===== config.mk =====
export PLATFORM = sky130hd
export DESIGN_NAME = rlsfe_lane
export DESIGN_NICKNAME = d
export VERILOG_FILES = /design/src/rtl/core/rgb_led_spi_frame_encoder_macros.svh /design/src/rtl/core/rlsfe_pkg.sv /design/src/rtl/core/rlsfe_lane.sv
export SDC_FILE = /design/constraint.sdc
export NUM_CORES = 2
export LEC_CHECK = 0
export BUFFER_PORTS_ARGS = -buffer_cell sky130_fd_sc_hd__buf_2
export CORE_UTILIZATION = 31
export DETAILED_ROUTE_END_ITERATION = 7
export PLACE_DENSITY_LB_ADDON = 0.15
export SLEW_MARGIN = 10
export SYNTH_ARGS = -nofsm -noshare
export SYNTH_HDL_FRONTEND = slang
export SYNTH_SLANG_ARGS = --single-unit

===== constraint.sdc =====
create_clock -name clk -period 11.9 [get_ports clk]
set_input_delay 1.785 -clock clk [delete_from_list [all_inputs] [get_ports clk]]
set_output_delay 1.785 -clock clk [all_outputs]
set_load 0.03 [all_outputs]

===== src/rtl/core/rgb_led_spi_frame_encoder_macros.svh =====
// assertion macros used by the frame encoder rtl
`ifndef RGB_LED_SPI_FRAME_ENCODER_MACROS_SVH
`define RGB_LED_SPI_FRAME_ENCODER_MACROS_SVH

// consequent checked in the same cycle as the antecedent
`define RLSFE_ASSERT_NOW(label, ante, cons, msg) \
  label: assert property (@(posedge clk) disable iff (rst) (ante) |-> (cons)) else $error(msg);

// consequent checked in the cycle after the antecedent
`define RLSFE_ASSERT_NEXT(label, ante, cons, msg) \
  label: assert property (@(posedge clk) disable iff (rst) (ante) |=> (cons)) else $error(msg);

`endif


===== src/rtl/core/rlsfe_pkg.sv =====
// types and constants of the rgb led frame encoder
package rlsfe_pkg;

  localparam int CountW     = 10;
  localparam int ShiftW     = 5;
  localparam int ByteW      = 8;
  localparam int ColorW     = 32;
  localparam int FactorW    = 17;
  localparam int GammaDepth = 256;
  localparam int GammaAddrW = 8;
  localparam int LaneCount  = 3;
  localparam int StartCntW  = 2;
  localparam int StartBytes = 4;

  localparam logic [ByteW-1:0]     ByteStart = 8'h00;
  localparam logic [ByteW-1:0]     ByteMark  = 8'hFF;
  localparam logic [StartCntW-1:0] StartLast = StartCntW'(StartBytes - 1);

  typedef enum logic [2:0] {
    REG_LED_COUNT,
    REG_GLOBAL_BRIGHTNESS,
    REG_INVERT_OUTPUT,
    REG_RED_SHIFT,
    REG_GREEN_SHIFT,
    REG_BLUE_SHIFT
  } reg_index_t;

  typedef enum logic {
    CMD_PIXEL,
    CMD_GAMMA
  } cmd_t;

  typedef struct packed {
    cmd_t              cmd;
    logic [ColorW-1:0] color_word;
    logic [ByteW-1:0]  pixel_brightness;
    logic [ByteW-1:0]  gamma_index;
    logic [ByteW-1:0]  gamma_value;
  } in_t;

  typedef struct packed {
    logic [ByteW-1:0] out_byte;
    logic             run_last;
    logic             frame_last;
  } out_t;

  typedef struct packed {
    logic go;
    logic skip_start;
    logic frame_end;
    logic chan_ready;
  } rlsfe_ctrl_t;

  typedef enum logic [2:0] {
    M_IDLE,
    M_START,
    M_HEAD,
    M_RED,
    M_GREEN,
    M_BLUE,
    M_END
  } merge_state_t;

endpackage


===== src/rtl/core/rlsfe_lane.sv =====
// one color channel lane: byte select, brightness scale and gamma lookup
module rlsfe_lane (
  input  logic                                clk,
  input  logic [rlsfe_pkg::ColorW-1:0]        color,
  input  logic [rlsfe_pkg::ShiftW-1:0]        shift,
  input  logic [rlsfe_pkg::FactorW-1:0]       factor,
  input  logic                                scale_en,
  input  logic                                lookup_en,
  input  logic                                wr_en,
  input  logic [rlsfe_pkg::GammaAddrW-1:0]    wr_addr,
  input  logic [rlsfe_pkg::ByteW-1:0]         wr_data,
  input  logic [rlsfe_pkg::GammaDepth-1:0]    written,
  output logic [rlsfe_pkg::ByteW-1:0]         gamma_out
);
  import rlsfe_pkg::*;

  localparam int ProdW = FactorW + ByteW;

  logic [ColorW-1:0]     shifted;
  logic [ByteW-1:0]      chan_byte;
  logic [ProdW-1:0]      prod;
  logic [GammaAddrW-1:0] idx;
  logic [ByteW-1:0]      mem [GammaDepth];
  logic [ByteW-1:0]      rd_data;
  logic                  rd_written;

  assign shifted   = color >> shift;
  assign chan_byte = shifted[ByteW-1:0];
  assign prod      = ProdW'(chan_byte) * ProdW'(factor);

  always_ff @(posedge clk) begin
    if (scale_en) begin
      idx <= prod[16 +: GammaAddrW];
    end
  end

  always_ff @(posedge clk) begin
    if (wr_en) begin
      mem[wr_addr] <= wr_data;
    end
    if (lookup_en) begin
      rd_data    <= mem[idx];
      rd_written <= written[idx];
    end
  end

  // entries never loaded read as identity
  assign gamma_out = rd_written ? rd_data : idx;

endmodule


Word level (Yosys, flattened, before mapping)
Memory sizes are Yosys's and may differ from the RTL's. A register that Yosys moved wholly into a read port is not among the register bits.
Cells that the tools add are included.
Widths: inputs -> output; s select.
{ "word_totals": {"mem_bits_rw": 2048, "in_bits": 330, "n_memories": 1, "register_bits": 9} }
{ "op_classes": {"mul": 1, "muxes": 5, "magnitude_cmp": 1, "shifts": 1} }
{ "mem_list": {"columns": ["name", "words", "width", "rd", "rd_ports_with_merged_regs", "wr", "line_no", "text"], "rows": [
  ["mem", 256, 8, 1, 1, 1, "rlsfe_lane.sv:23", "logic [ByteW-1:0] mem [GammaDepth];"]
]} }
{ "ops": {"columns": ["operator", "n"], "rows": [
  ["$shr 32x5->8", 1],
  ["$mul 8x17->24", 1],
  ["$lt 8x9->1 const B", 1],
  ["$bmux 1 s8", 1],
  ["$mux 8", 1],
  ["$mux 1", 3]
]} }

Logic depth before layout (Yosys ltp)
{ "logic_depth": {"word_depth": 2, "depth_mapped": 29, "ltp_nobuf": 25} }

Worst setup path after synthesis
Ideal clock, no wire load.
{ "synth_path": {"path_type": "in2reg", "from": "input port shift[1] (netlist name)", "to": "register idx[6], data pin", "path_slack_ps": 3973, "n_path_buf": 4, "cell_stages": 22, "arrival_ps": 7666, "setup_time_ps": 261, "cell_sequence": "buf_2 > buf_6 > buf_6 > mux4_2 > mux4_2 > mux2i_1 > buf_2 > nor2b_1 > fa_1 > fa_1 > fa_1 > inv_1 > fa_1 > inv_1 > ha_1 > a21o_1 > a21o_1 > a211oi_1 > o21ai_0 > a221oi_1 > nor3_1 > o32a_1"} }
{ "synth_via": {"elab_chain_len": 2} }
{ "synth_rtl": {"columns": ["item", "line_no", "text"], "rows": [
  ["start, declared", "rlsfe_lane.sv:5", "input logic [rlsfe_pkg::ShiftW-1:0] shift,"],
  ["$shr 32x5->8", "rlsfe_lane.sv:27", "assign shifted = color >> shift;"],
  ["$mul 8x17->24", "rlsfe_lane.sv:29", "assign prod = ProdW'(chan_byte) * ProdW'(factor);"],
  ["via prod[22]", "rlsfe_lane.sv:21", "logic [ProdW-1:0] prod;"],
  ["end signal, assigned", "rlsfe_lane.sv:33", "idx <= prod[16 +: GammaAddrW];"],
  ["end, declared", "rlsfe_lane.sv:22", "logic [GammaAddrW-1:0] idx;"]
]} }
The timed path passes the listed nets, and every way through them passes these cells.
A chain may end at the register's enable or synchronous reset.

Final worst setup path
{ "layout_path": {"from": "input port shift[0] (netlist name)", "to": "register idx[6], data pin"} }
The elaborated chain is that of the path after synthesis.

==> impl_metrics.yaml <==
timing:
  fmax_mhz: 131
  slew_viol_final: 0
  post-route-period-util_pct: 64.0
  period_needed_ns: 7.62
  rsz0062_at_grt: "false"
  tns_ns: 0
  setup_slack_ns: 4.28
  tightest_slew_ns: 1.14
  setup_viol: 0
  hold_viol: 0
  slew_headroom_pct: 23.9
  skew_ns: 0.0554
clock_tree:
  cts_sinks: 2065
  cts_setup_buffers: 0
  cts.clk_slew.worst_paths_ns: 0.06
  clk_path_buf_depth: 3
  cts_resized: 0
  insertion_delay_ns: 0.85
  ctsHoldBuffers: 0
  cts_tree: "built"
  htree_levels: 4
  cts_made_buffers: 220
  root_buffer: "clkbuf_16"
global_route:
  grt_max_degree: 161
  track_usage_pct: 16.8
  antenna_found_initial: 16
  grt_first_pass_wirelength_um: 337000
  grt_pass1_vias: 43601
  grt_overflow: 0
cells_and_area:
  ff_latch_area_um2: 62000
  fin_cells: 8261
  multi_input_area_um2: 23400
  n_fill_cell: 25691
  syn_to_final_growth_pct: 15.1
  fin_nets: 4830
  drive_gt1_share_pct: 33.4
  final_util_pct: 36.0
  design_area_um2: 99800
yosys:
  synthCells: 3980
  seq_area_frac_synth_pct: 71.5
  ys_ff_latch: 2065
  synth_cell_types: 53
  async_flop_share_pct: 0
  synth_fp_nets: 4438
  synth_area_um2: 86700
  synth_edf_count: 2065
  syn_area_per_cell_um2: 21.8
  synthFlopType: "edfxtp_1"
  ys_warn_count: 0
routing:
  drtIter0Drc: 3642
  drtPass1Iterations: 5
  vias_per_cell: 5.03
  num_vias: 41523
  antenna_left: 0
  drc: 0
  wl_per_cell_um: 28.6
  totalWireLength_um: 236000
setup_path:
  reg2reg_from: "idx[0]"
  crit_fanout: 32
  end_kind: "flop"
  start_kind: "input pin"
  path_class: "in -> reg"
  r2r_slack_ns: 6.45
  crit_required_ns: 12.44
  startpoint: "shift[0]"
  cp_data_arrival_time_ns: 8.16
place:
  place_area_um2: 92800
  dp_slack_ns: 3.48
  dpl.hpwl_um: 145000
  dp_cells: 7855
  port-buffer-count: 337
  gp_congestion: 0.782
die:
  die_w_um: 531
  die_h_um: 531
  num_rows: 193
  initial_core_util_pct: 31.3
  coreArea_um2: 277000
  die-area_um2: 282000
  pin_count: 338
outcome:
  outcome: "completed"
power_and_ir_drop:
  powerDensity_nw_per_um2: 225
  p_leak_nw: 31.3
  vdd_ir_drop_max_v: 0.000244
job:
  maxCapViolCount: 0
min_path:
  holdCritPathClass: "reg -> reg"
  worstHoldStart: "mem[15][4]"
## Yosys cell counts (all sizes together), types with 10 or more instances
cell,count,area (µm²)
mux2,10,113
ha,40,500
nand2b,20,125
buf,81,412
nor2,276,1040
fa,88,1760
mux4,779,17500
nand2,74,278
edfxtp,2065,62000
nand4,10,62.6
a22oi,18,135
clkbuf,156,586
nand3,34,170
mux2i,22,220
nor2b,80,500
inv,97,364
a21oi,19,95.1
o21ai,11,55.1
and2,43,269
## final cells by class
| type | instances | share of cell area [%] |
|---|---|---|
| tap | 3705 | 4.65 |
| inverter | 98 | 0.369 |
| clock inverter | 125 | 1.18 |
| sequential | 2065 | 62.2 |
| clock buffer | 272 | 5.78 |
| timing repair buffer | 407 | 2.42 |
| multi-input combinational | 1580 | 23.4 |
| antenna | 9 | 0.0226 |
## registers in the layout, summed over array words and instances (netlist names)
| name | cells |
|---|---|
| mem | 2048 |
| idx | 8 |
| rd_data | 8 |
| rd_written | 1 |
## per-stage QoR
step           total power [mW]  hold WS (ns)
2_1_floorplan              13.3         0.860
3_3_place_gp               16.1          1.22
4_1_cts                    22.8          1.24
5_1_grt                    23.4          1.27
3_5_place_dp               16.1          1.23
6_report                   22.4          1.26
## metal layers
metal	share of wire, %	routed length [µm]	track usage, %
met1	46	108000	24.1
met2	48	113000	27.0
met3	4.7	11000	2.66
met4	1.7	4010	3.34
met5	0.0055	13	0
## cell families after synthesis
kind of cell    Yosys count  synth area share, %
mux                     811                 20.6
buf+inv                 335                 1.57
compound gates           87                0.717
simple gates            546                 2.89
flops                  2065                 71.5
xor+xnor                  8               0.0808
fa+ha+maj               128                 2.61
## cells in the final DEF (no fill, tap or decap), types with 40 or more instances in the layout
master / count
nand2_1: 74
inv_1: 96
nor2b_1: 80
buf_4: 60
clkbuf_16: 223
nor2_1: 276
clkinv_1: 43
clkbuf_1: 49
and2_1: 43
buf_2: 329
clkinv_2: 46
ha_1: 40
mux4_2: 779
fa_1: 88
edfxtp_1: 2065
## where the power goes
part	internal [mW]	total, mW	switching [mW]
sequential	8.10	8.17	0.0703
clock	3.83	6.67	2.84
combinational	3.44	7.58	4.14
## worst paths after layout
kind / to / depth (start not counted)
worst max register to register: rd_data[3] / 8
worst max-delay path: idx[6] / 20
worst min-delay path: rd_data[4] / 5
worst min register to register: rd_data[4] / 5
## worst max-delay path: stages
cell and delay (ns):
buf_2 0.64, mux4_2 0.59, mux4_2 0.46, mux2i_1 0.22, buf_4 0.30, nor2b_1 0.10, fa_1 0.49, fa_1 0.50
fa_1 0.51, inv_1 0.06, fa_1 0.48, inv_1 0.04, ha_1 0.28, a21o_1 0.18, a21o_1 0.16, a211oi_1 0.22
o21ai_0 0.21, a221oi_1 0.50, nor3_1 0.08, o32a_1 0.34
No activity file was read; power rests on OpenSTA's default activity.
