==> config.mk <==
export PLATFORM = sky130hd
export DESIGN_NAME = rlsfe_merge
export DESIGN_NICKNAME = d
export VERILOG_FILES = /design/src/rtl/core/rgb_led_spi_frame_encoder_macros.svh /design/src/rtl/core/rlsfe_pkg.sv /design/src/rtl/core/rlsfe_merge.sv
export SDC_FILE = /design/constraint.sdc
export NUM_CORES = 1
export LEC_CHECK = 0
export ABC_AREA = 0
export BUFFER_PORTS_ARGS = -buffer_cell sky130_fd_sc_hd__buf_4
export CAP_MARGIN = 20
export CORE_MARGIN = 2
export CORE_UTILIZATION = 27
export DETAILED_ROUTE_END_ITERATION = 10
export MAX_ROUTING_LAYER = met4
export PLACE_DENSITY = 0.51
export SLEW_MARGIN = 0
export SYNTH_ARGS = -nofsm -noshare
export SYNTH_HDL_FRONTEND = slang
export SYNTH_SLANG_ARGS = --single-unit
export TNS_END_PERCENT = 100
==> constraint.sdc <==
create_clock -name clk -period 1.6 [get_ports clk]
set_input_delay 0.32 -clock clk [delete_from_list [all_inputs] [get_ports clk]]
set_output_delay 0.32 -clock clk [all_outputs]
set_load 0.02 [all_outputs]
==> src/rtl/core/rgb_led_spi_frame_encoder_macros.svh <==
// assertion macros used by the frame encoder rtl
`ifndef RGB_LED_SPI_FRAME_ENCODER_MACROS_SVH
`define RGB_LED_SPI_FRAME_ENCODER_MACROS_SVH

// consequent checked in the same cycle as the antecedent
`define RLSFE_ASSERT_NOW(label, ante, cons, msg) \
  label: assert property (@(posedge clk) disable iff (rst) (ante) |-> (cons)) else $error(msg);

// consequent checked in the cycle after the antecedent
`define RLSFE_ASSERT_NEXT(label, ante, cons, msg) \
  label: assert property (@(posedge clk) disable iff (rst) (ante) |=> (cons)) else $error(msg);

`endif

==> src/rtl/core/rlsfe_pkg.sv <==
// types and constants of the rgb led frame encoder
package rlsfe_pkg;

  localparam int CountW     = 10;
  localparam int ShiftW     = 5;
  localparam int ByteW      = 8;
  localparam int ColorW     = 32;
  localparam int FactorW    = 17;
  localparam int GammaDepth = 256;
  localparam int GammaAddrW = 8;
  localparam int LaneCount  = 3;
  localparam int StartCntW  = 2;
  localparam int StartBytes = 4;

  localparam logic [ByteW-1:0]     ByteStart = 8'h00;
  localparam logic [ByteW-1:0]     ByteMark  = 8'hFF;
  localparam logic [StartCntW-1:0] StartLast = StartCntW'(StartBytes - 1);

  typedef enum logic [2:0] {
    REG_LED_COUNT,
    REG_GLOBAL_BRIGHTNESS,
    REG_INVERT_OUTPUT,
    REG_RED_SHIFT,
    REG_GREEN_SHIFT,
    REG_BLUE_SHIFT
  } reg_index_t;

  typedef enum logic {
    CMD_PIXEL,
    CMD_GAMMA
  } cmd_t;

  typedef struct packed {
    cmd_t              cmd;
    logic [ColorW-1:0] color_word;
    logic [ByteW-1:0]  pixel_brightness;
    logic [ByteW-1:0]  gamma_index;
    logic [ByteW-1:0]  gamma_value;
  } in_t;

  typedef struct packed {
    logic [ByteW-1:0] out_byte;
    logic             run_last;
    logic             frame_last;
  } out_t;

  typedef struct packed {
    logic go;
    logic skip_start;
    logic frame_end;
    logic chan_ready;
  } rlsfe_ctrl_t;

  typedef enum logic [2:0] {
    M_IDLE,
    M_START,
    M_HEAD,
    M_RED,
    M_GREEN,
    M_BLUE,
    M_END
  } merge_state_t;

endpackage

==> src/rtl/core/rlsfe_merge.sv <==
// merging stage: orders start, led and end bytes into the output register
module rlsfe_merge #(
  parameter int END_W = 6
) (
  input  logic                         clk,
  input  logic                         rst,
  input  rlsfe_pkg::rlsfe_ctrl_t       ctrl,
  input  logic [END_W-1:0]             ends,
  input  logic                         invert,
  input  logic [rlsfe_pkg::ByteW-1:0]  red,
  input  logic [rlsfe_pkg::ByteW-1:0]  green,
  input  logic [rlsfe_pkg::ByteW-1:0]  blue,
  output logic                         busy,
  output logic                         out_valid,
  input  logic                         out_stall,
  output rlsfe_pkg::out_t              out_data
);
  import rlsfe_pkg::*;

  merge_state_t          state, state_next;
  logic [StartCntW-1:0]  start_cnt;
  logic [END_W-1:0]      end_cnt;
  logic                  frame_end_q;
  logic                  load_ok;
  logic                  emit;
  logic [ByteW-1:0]      raw_byte;
  logic                  run_last;
  logic                  frame_last;

  assign load_ok = !out_valid || !out_stall;
  assign busy    = (state != M_IDLE);

  always_comb begin
    state_next = state;
    case (state)
      M_IDLE: begin
        if (ctrl.go) begin
          state_next = ctrl.skip_start ? M_HEAD : M_START;
        end
      end
      M_START: begin
        if (load_ok && start_cnt == StartLast) begin
          state_next = M_HEAD;
        end
      end
      M_HEAD: begin
        if (load_ok) begin
          state_next = M_RED;
        end
      end
      M_RED: begin
        if (load_ok && ctrl.chan_ready) begin
          state_next = M_GREEN;
        end
      end
      M_GREEN: begin
        if (load_ok && ctrl.chan_ready) begin
          state_next = M_BLUE;
        end
      end
      M_BLUE: begin
        if (load_ok && ctrl.chan_ready) begin
          state_next = frame_end_q ? M_END : M_IDLE;
        end
      end
      M_END: begin
        if (load_ok && end_cnt == END_W'(1)) begin
          state_next = M_IDLE;
        end
      end
      default: state_next = M_IDLE;
    endcase
  end

  always_comb begin
    emit       = 1'b0;
    raw_byte   = ByteMark;
    run_last   = 1'b0;
    frame_last = 1'b0;
    case (state)
      M_START: begin
        emit     = load_ok;
        raw_byte = ByteStart;
      end
      M_HEAD: begin
        emit = load_ok;
      end
      M_RED: begin
        emit     = load_ok && ctrl.chan_ready;
        raw_byte = red;
      end
      M_GREEN: begin
        emit     = load_ok && ctrl.chan_ready;
        raw_byte = green;
      end
      M_BLUE: begin
        emit     = load_ok && ctrl.chan_ready;
        raw_byte = blue;
        run_last = !frame_end_q;
      end
      M_END: begin
        emit       = load_ok;
        run_last   = (end_cnt == END_W'(1));
        frame_last = (end_cnt == END_W'(1));
      end
      default: emit = 1'b0;
    endcase
  end

  always_ff @(posedge clk) begin
    if (rst) begin
      state     <= M_IDLE;
      out_valid <= 1'b0;
    end else begin
      state <= state_next;
      if (emit) begin
        out_valid <= 1'b1;
      end else if (!out_stall) begin
        out_valid <= 1'b0;
      end
    end
  end

  always_ff @(posedge clk) begin
    if (state == M_IDLE && ctrl.go) begin
      start_cnt   <= '0;
      end_cnt     <= ends;
      frame_end_q <= ctrl.frame_end;
    end else if (emit && state == M_START) begin
      start_cnt <= start_cnt + StartCntW'(1);
    end else if (emit && state == M_END) begin
      end_cnt <= end_cnt - END_W'(1);
    end
    if (emit) begin
      out_data.out_byte   <= raw_byte ^ {ByteW{invert}};
      out_data.run_last   <= run_last;
      out_data.frame_last <= frame_last;
    end
  end

endmodule

### After elaboration in Yosys (flattened, before gate mapping)

Cells that the tools add are included.

| word-level totals | value |
|---|---|
| register bits | 23 |
| input bits | 38 |
| word-level logic and storage cells | 63 |

| operators by class | value |
|---|---|
| add/sub/neg operators | 2 |
| equal/unequal tests | 17 |
| multiplexer cells | 18 |
| bitwise gates (word level) | 1 |
| reductions and logical operators | 17 |

Operator list:

| cell | count |
|---|---|
| 8-bit case mux with 4 select lines | 1 |
| 3-bit 2-to-1 mux | 8 |
| 3-bit case mux with 7 select lines | 1 |
| 6-bit 2-to-1 mux | 3 |
| 2-bit inequality test, second input constant | 8 |
| 3-bit == test, second input constant | 3 |
| 8-bit bitwise XOR | 1 |
| 7-bit AND reduction | 1 |
| 3-bit by 2-bit == test with 1-bit output, second input constant | 2 |
| 6-bit by 1-bit == test with 1-bit output, second input constant | 1 |
| 1-bit logical AND | 6 |
| 3-bit OR reduction | 2 |
| 6-bit by 1-bit subtractor with 6-bit output, second input constant | 1 |
| 1-bit case mux with 2 select lines | 2 |
| 3-bit by 1-bit == test with 1-bit output, second input constant | 1 |
| 1-bit logical NOT | 3 |
| 3-bit logical NOT | 1 |
| 3-bit nonzero test | 1 |
| 2-bit by 1-bit adder with 2-bit output, second input constant | 1 |
| 2-bit == test, second input constant | 1 |
| 1-bit 2-to-1 mux | 2 |
| 2-bit 2-to-1 mux | 1 |
| 2-bit by 1-bit inequality test with 1-bit output, second input constant | 1 |
| 2-bit AND reduction | 1 |
| 2 further kinds | 2 |

### Longest topological paths before layout

| depth | value |
|---|---|
| word-level depth | 8 |
| mapped depth | 6 |
| depth with buffers taken out | 5 |

### Least setup slack after synthesis

No wires, ideal clock.

| timing path | value |
|---|---|
| path kind | reg2reg |
| from | reg state[1] |
| to | reg out_data[0] (netlist bit) (enable) |
| library setup time | 0.376 ns |
| arrival | 1.287 ns |
| data required time | 1.224 ns |
| slack | -0.064 ns |
| cell stages (with the launch flop) | 7 |
| path through | dfxtp_1 buf_4 buf_2 nand2_1 a21oi_1 a211oi_1 nor2_1 |

| on the way | value |
|---|---|
| cells in the longest elaborated chain, start to end | 3 |
| elaborated cells on any way between the ends | 9 |
| those cells by class | eq/ne (6); mux (1); reduce/logical (2) |

Ends and longest elaborated chain:

| what | RTL line | text |
|---|---|---|
| start, declared | rlsfe_merge.sv:20 | `merge_state_t state, state_next;` |
| start signal, assigned | rlsfe_merge.sv:115 | `state <= state_next;` |
| 3-bit by 1-bit == test with 1-bit output (tied with other cells) | rlsfe_merge.sv:80 | `case (state)` |
| 3-bit OR reduction (no line) | -- |  |
| 1-bit case mux with 2 select lines (*) | rlsfe_merge.sv:80 |  |
| via emit | rlsfe_merge.sv:25 | `logic emit;` |
| end, declared | rlsfe_merge.sv:16 | `output rlsfe_pkg::out_t out_data` |

The timed path passes the listed nets; every way through them passes the cells marked *.
A chain may end at the register's enable or synchronous reset.

### Worst setup path in the final report

| timing path | value |
|---|---|
| from | reg state[0] |
| to | out busy |

| on the way | value |
|---|---|
| cells in the longest elaborated chain, start to end | 1 |

Ends and longest elaborated chain:

| what | RTL line | text |
|---|---|---|
| 3-bit nonzero test | rlsfe_merge.sv:31 | `assign busy = (state != M_IDLE);` |
| end, declared | rlsfe_merge.sv:13 | `output logic busy,` |

No other way between the ends.

==> out/summary.md <==
* outcome: completed
* final max-slew violation count: 0
* Crit Path Class: reg2out
* warnings from Yosys: 0
* floorplan die area: 5880 um^2
* area of combinational cells with multiple inputs: 727 um^2
* Chip Height: 76.7 um
* TritonCTS Buffers: 3
* part of the Yosys area used for sequential elements: 0.442
* estimated wirelength of the detail-placed design: 2.64 mm
* vias per inst: 4.45
* worst path required time: 1.28 ns
* Row Count: 26
* cell family with the largest share of critical-path delay: simple AND/OR/NAND/NOR gates
* Clock Latency Late Sink: 0.26 ns
* Core Box Area: 5110 um^2
* Post-synth top flop: edfxtp_1
* Syn Nets: 197
* maximum frequency from static timing analysis: 0.642 GHz
* tightest slew margin relative to the limit: 0.693
* relative area change from synthesis to final layout: 44.9%
* Post-Place Cell Area: 1950 um^2
* Non-Filler Cell Area, Final: 2060 um^2
* number of stages on the worst setup path: 3
* worst setup slack after layout: 0.0424 ns
* total number of nets in the final design: 262
* Post-Place Worst Slack: 0.0345 ns
* post-route clock skew: 0.00437 ns
* number of flops mapped to enable cells by yosys: 17
* share of async-settable or async-resettable flops after synthesis: 0
* VDD IR-drop max: 0.666 mV
* FF-to-FF Start: state[0]
* first-pass iteration count of the detailed router: 4
* Post-Synthesis Mean Instance Area: 9.14 um^2
* wire length of the first global-routing pass: 5.42 mm
* TritonCTS clock tree: yes
* total negative slack for setup checks: 0 ns
* Synth Register Bits: 23
* I/O pin count: 50
* overall routed net length: 3.42 mm
* initial core utilization: 0.279
* initial antenna violation count: 0
* Crit. Startpoint: state[0]
* crit path DAT: 1.24 ns
* GRT overflow: 0
* Port Buffers: 49
* Critical path buffers and inverters: 2
* slew at the pin with the worst max-slew slack: 0.458 ns
* critical path cell sequence: buf_8 > or3_4 > buf_6
* Pwr Total: 3820 uW
* remaining design rule violation count: 0
* antenna violation net count after detailed routing: 0
* largest net degree at the start of global routing: 17
* number of clock sinks: 23
* Worst Min Path Start: ctrl[1]
* max-cap violations: 0
* number of fill cells in the layout: 529
* width of the chip: 76.7 um
* startpoint types: register
* deepest clock path buffer count: 2
* post-synthesis instance total: 156
* power per unit of standard cell area: 1850 nW/um^2
* largest fanout of any net on the critical path: 6
* hold-critical path depth: 1
* Pleak: 0.000856 uW
* global-route usage over all layers: 0.119
* CTS H-tree depth: 1
* final antenna diode count: 0
* Crit path largest cell delay: 0.37 ns
* count of distinct cell types in the synthesized netlist: 39
* portion of the clock cycle consumed by the worst path in the final layout: 0.973
* number of vias after detailed routing: 1290
* via count of the first global-routing pass: 1153
* wire length per cell: 11.8 um
* worst reg-to-reg path cell count: 5
* Max stage delay cell, worst path: or3_4
* CTS root buffer: clkbuf_8
* post-layout min period: 1.56 ns
* Setup crit end kind: primary output
* number of design-rule violations left by the first detailed-router iteration: 69
* final estimated routing congestion in global placement: 0.760
* sequential cell area in the final layout: 639 um^2
* setup repair after global routing missed its margin: false
* Hold Fails Final Rpt: 0
* clk slew on worst S/H paths: 0.09 ns
* combined area of all synthesized cells: 1430 um^2
* hold crit path type: in2reg
* share of cells above drive strength 1: 0.391
* setup-violating endpoint count in the final report: 0
path summary, 6_finish.rpt:
kind / slack [ns] / endpoint
min reg2reg: 0.53 / start_cnt[1]
min: 0.23 / frame_end_q
max reg2reg: 0.14 / state[0]
max: 0.04 / busy
sequential cells by signal (all words and copies together), names as in the netlist:
name,cells
frame_end_q,1
end_cnt,6
out_data,10
start_cnt,2
state,3
out_valid,1
layout by cell type, fill, tap and decap left out, types with 2 or more instances in the layout:
cell      instances
buf_4            67
nand2_1          20
edfxtp_1         17
nor2_1           15
o21ai_1          14
a21oi_1          11
o21ai_0          11
xnor2_1          10
inv_1             4
nand3_1           3
ha_1              3
clkbuf_8          3
dfxtp_1           3
nor3_1            2
nor2b_1           2
o21a_1            2
xor2_1            2
nand4_1           2
a22o_1            2
dfxtp_4           2
layer usage:
layer  wire length [um]  GRT usage  share of wire  vias up
met3                135     0.0141          0.039        2
li1                   -          -              -      683
met1               1580      0.154           0.46      582
met2               1670      0.189           0.49       23
met4                 36     0.0509          0.011        0
met5                  0          -              0        -
stage by stage:
| stage | util | cells | hold WS (ns) |
|---|---|---|---|
| CTS | 0.396 | 286 | 0.225 |
| detailed placement | 0.382 | 281 | 0.504 |
| floorplan | - | 156 | 0.389 |
| global route | 0.404 | 290 | 0.219 |
| finish | 0.404 | 290 | 0.232 |
| global placement | 0.382 | 281 | 0.491 |
layout make-up:
cell class | count | share of cell area
multi-input cells | 119 | 0.352
flip-flops and latches | 23 | 0.310
repair buffers | 70 | 0.266
well taps | 70 | 0.0424
clock buffers | 3 | 0.0200
inverters | 4 | 0.00727
clock inverters | 1 | 0.00242
report_power, final:
part	total, uW	switching [uW]	internal [uW]
clock network	366	193	174
registers	1250	178	1070
logic	2200	1110	1090
total	3820	1480	2340
cell usage after synthesis (2+ instances only):
cell | count | share of area
o21ai_1 | 14 | 0.049
edfxtp_1 | 17 | 0.36
o21ai_0 | 11 | 0.039
nand3_1 | 3 | 0.011
a22o_1 | 2 | 0.012
nor2_1 | 16 | 0.042
xnor2_1 | 10 | 0.061
nor2b_1 | 2 | 0.0088
a21oi_1 | 12 | 0.042
nor3_1 | 2 | 0.0070
ha_1 | 3 | 0.026
buf_6 | 2 | 0.016
clkbuf_1 | 2 | 0.0053
nand2b_1 | 2 | 0.0088
nand2_1 | 20 | 0.053
dfxtp_1 | 6 | 0.084
inv_1 | 4 | 0.011
buf_4 | 3 | 0.016
buf_2 | 2 | 0.0070
xor2_1 | 2 | 0.012
o21a_1 | 2 | 0.011
nand4_1 | 2 | 0.0088
kinds of logic after synthesis:
kind of cell             count (synthesis)  synth area share
AND/OR/NAND/NOR                         54             0.182
AO/OA/AOI/OAI                           49             0.211
flip-flops                              23             0.442
buffers and inverters                   14            0.0571
XOR/XNOR                                12            0.0737
adder cells (fa/ha/maj)                  3            0.0263
multiplexers                             1           0.00790
timing repair:
| action | in CTS | in global routing |
|---|---|---|
| setup buffers | 2 | 5 |
| resized for setup | 6 | 4 |
| hold buffers | 0 | 0 |
| endpoints found under the hold margin | 0 | 0 |
| endpoints found under the setup margin | 1 | 19 |
| pin swaps | 1 | 0 |
Power figures use the tool's default switching activity.
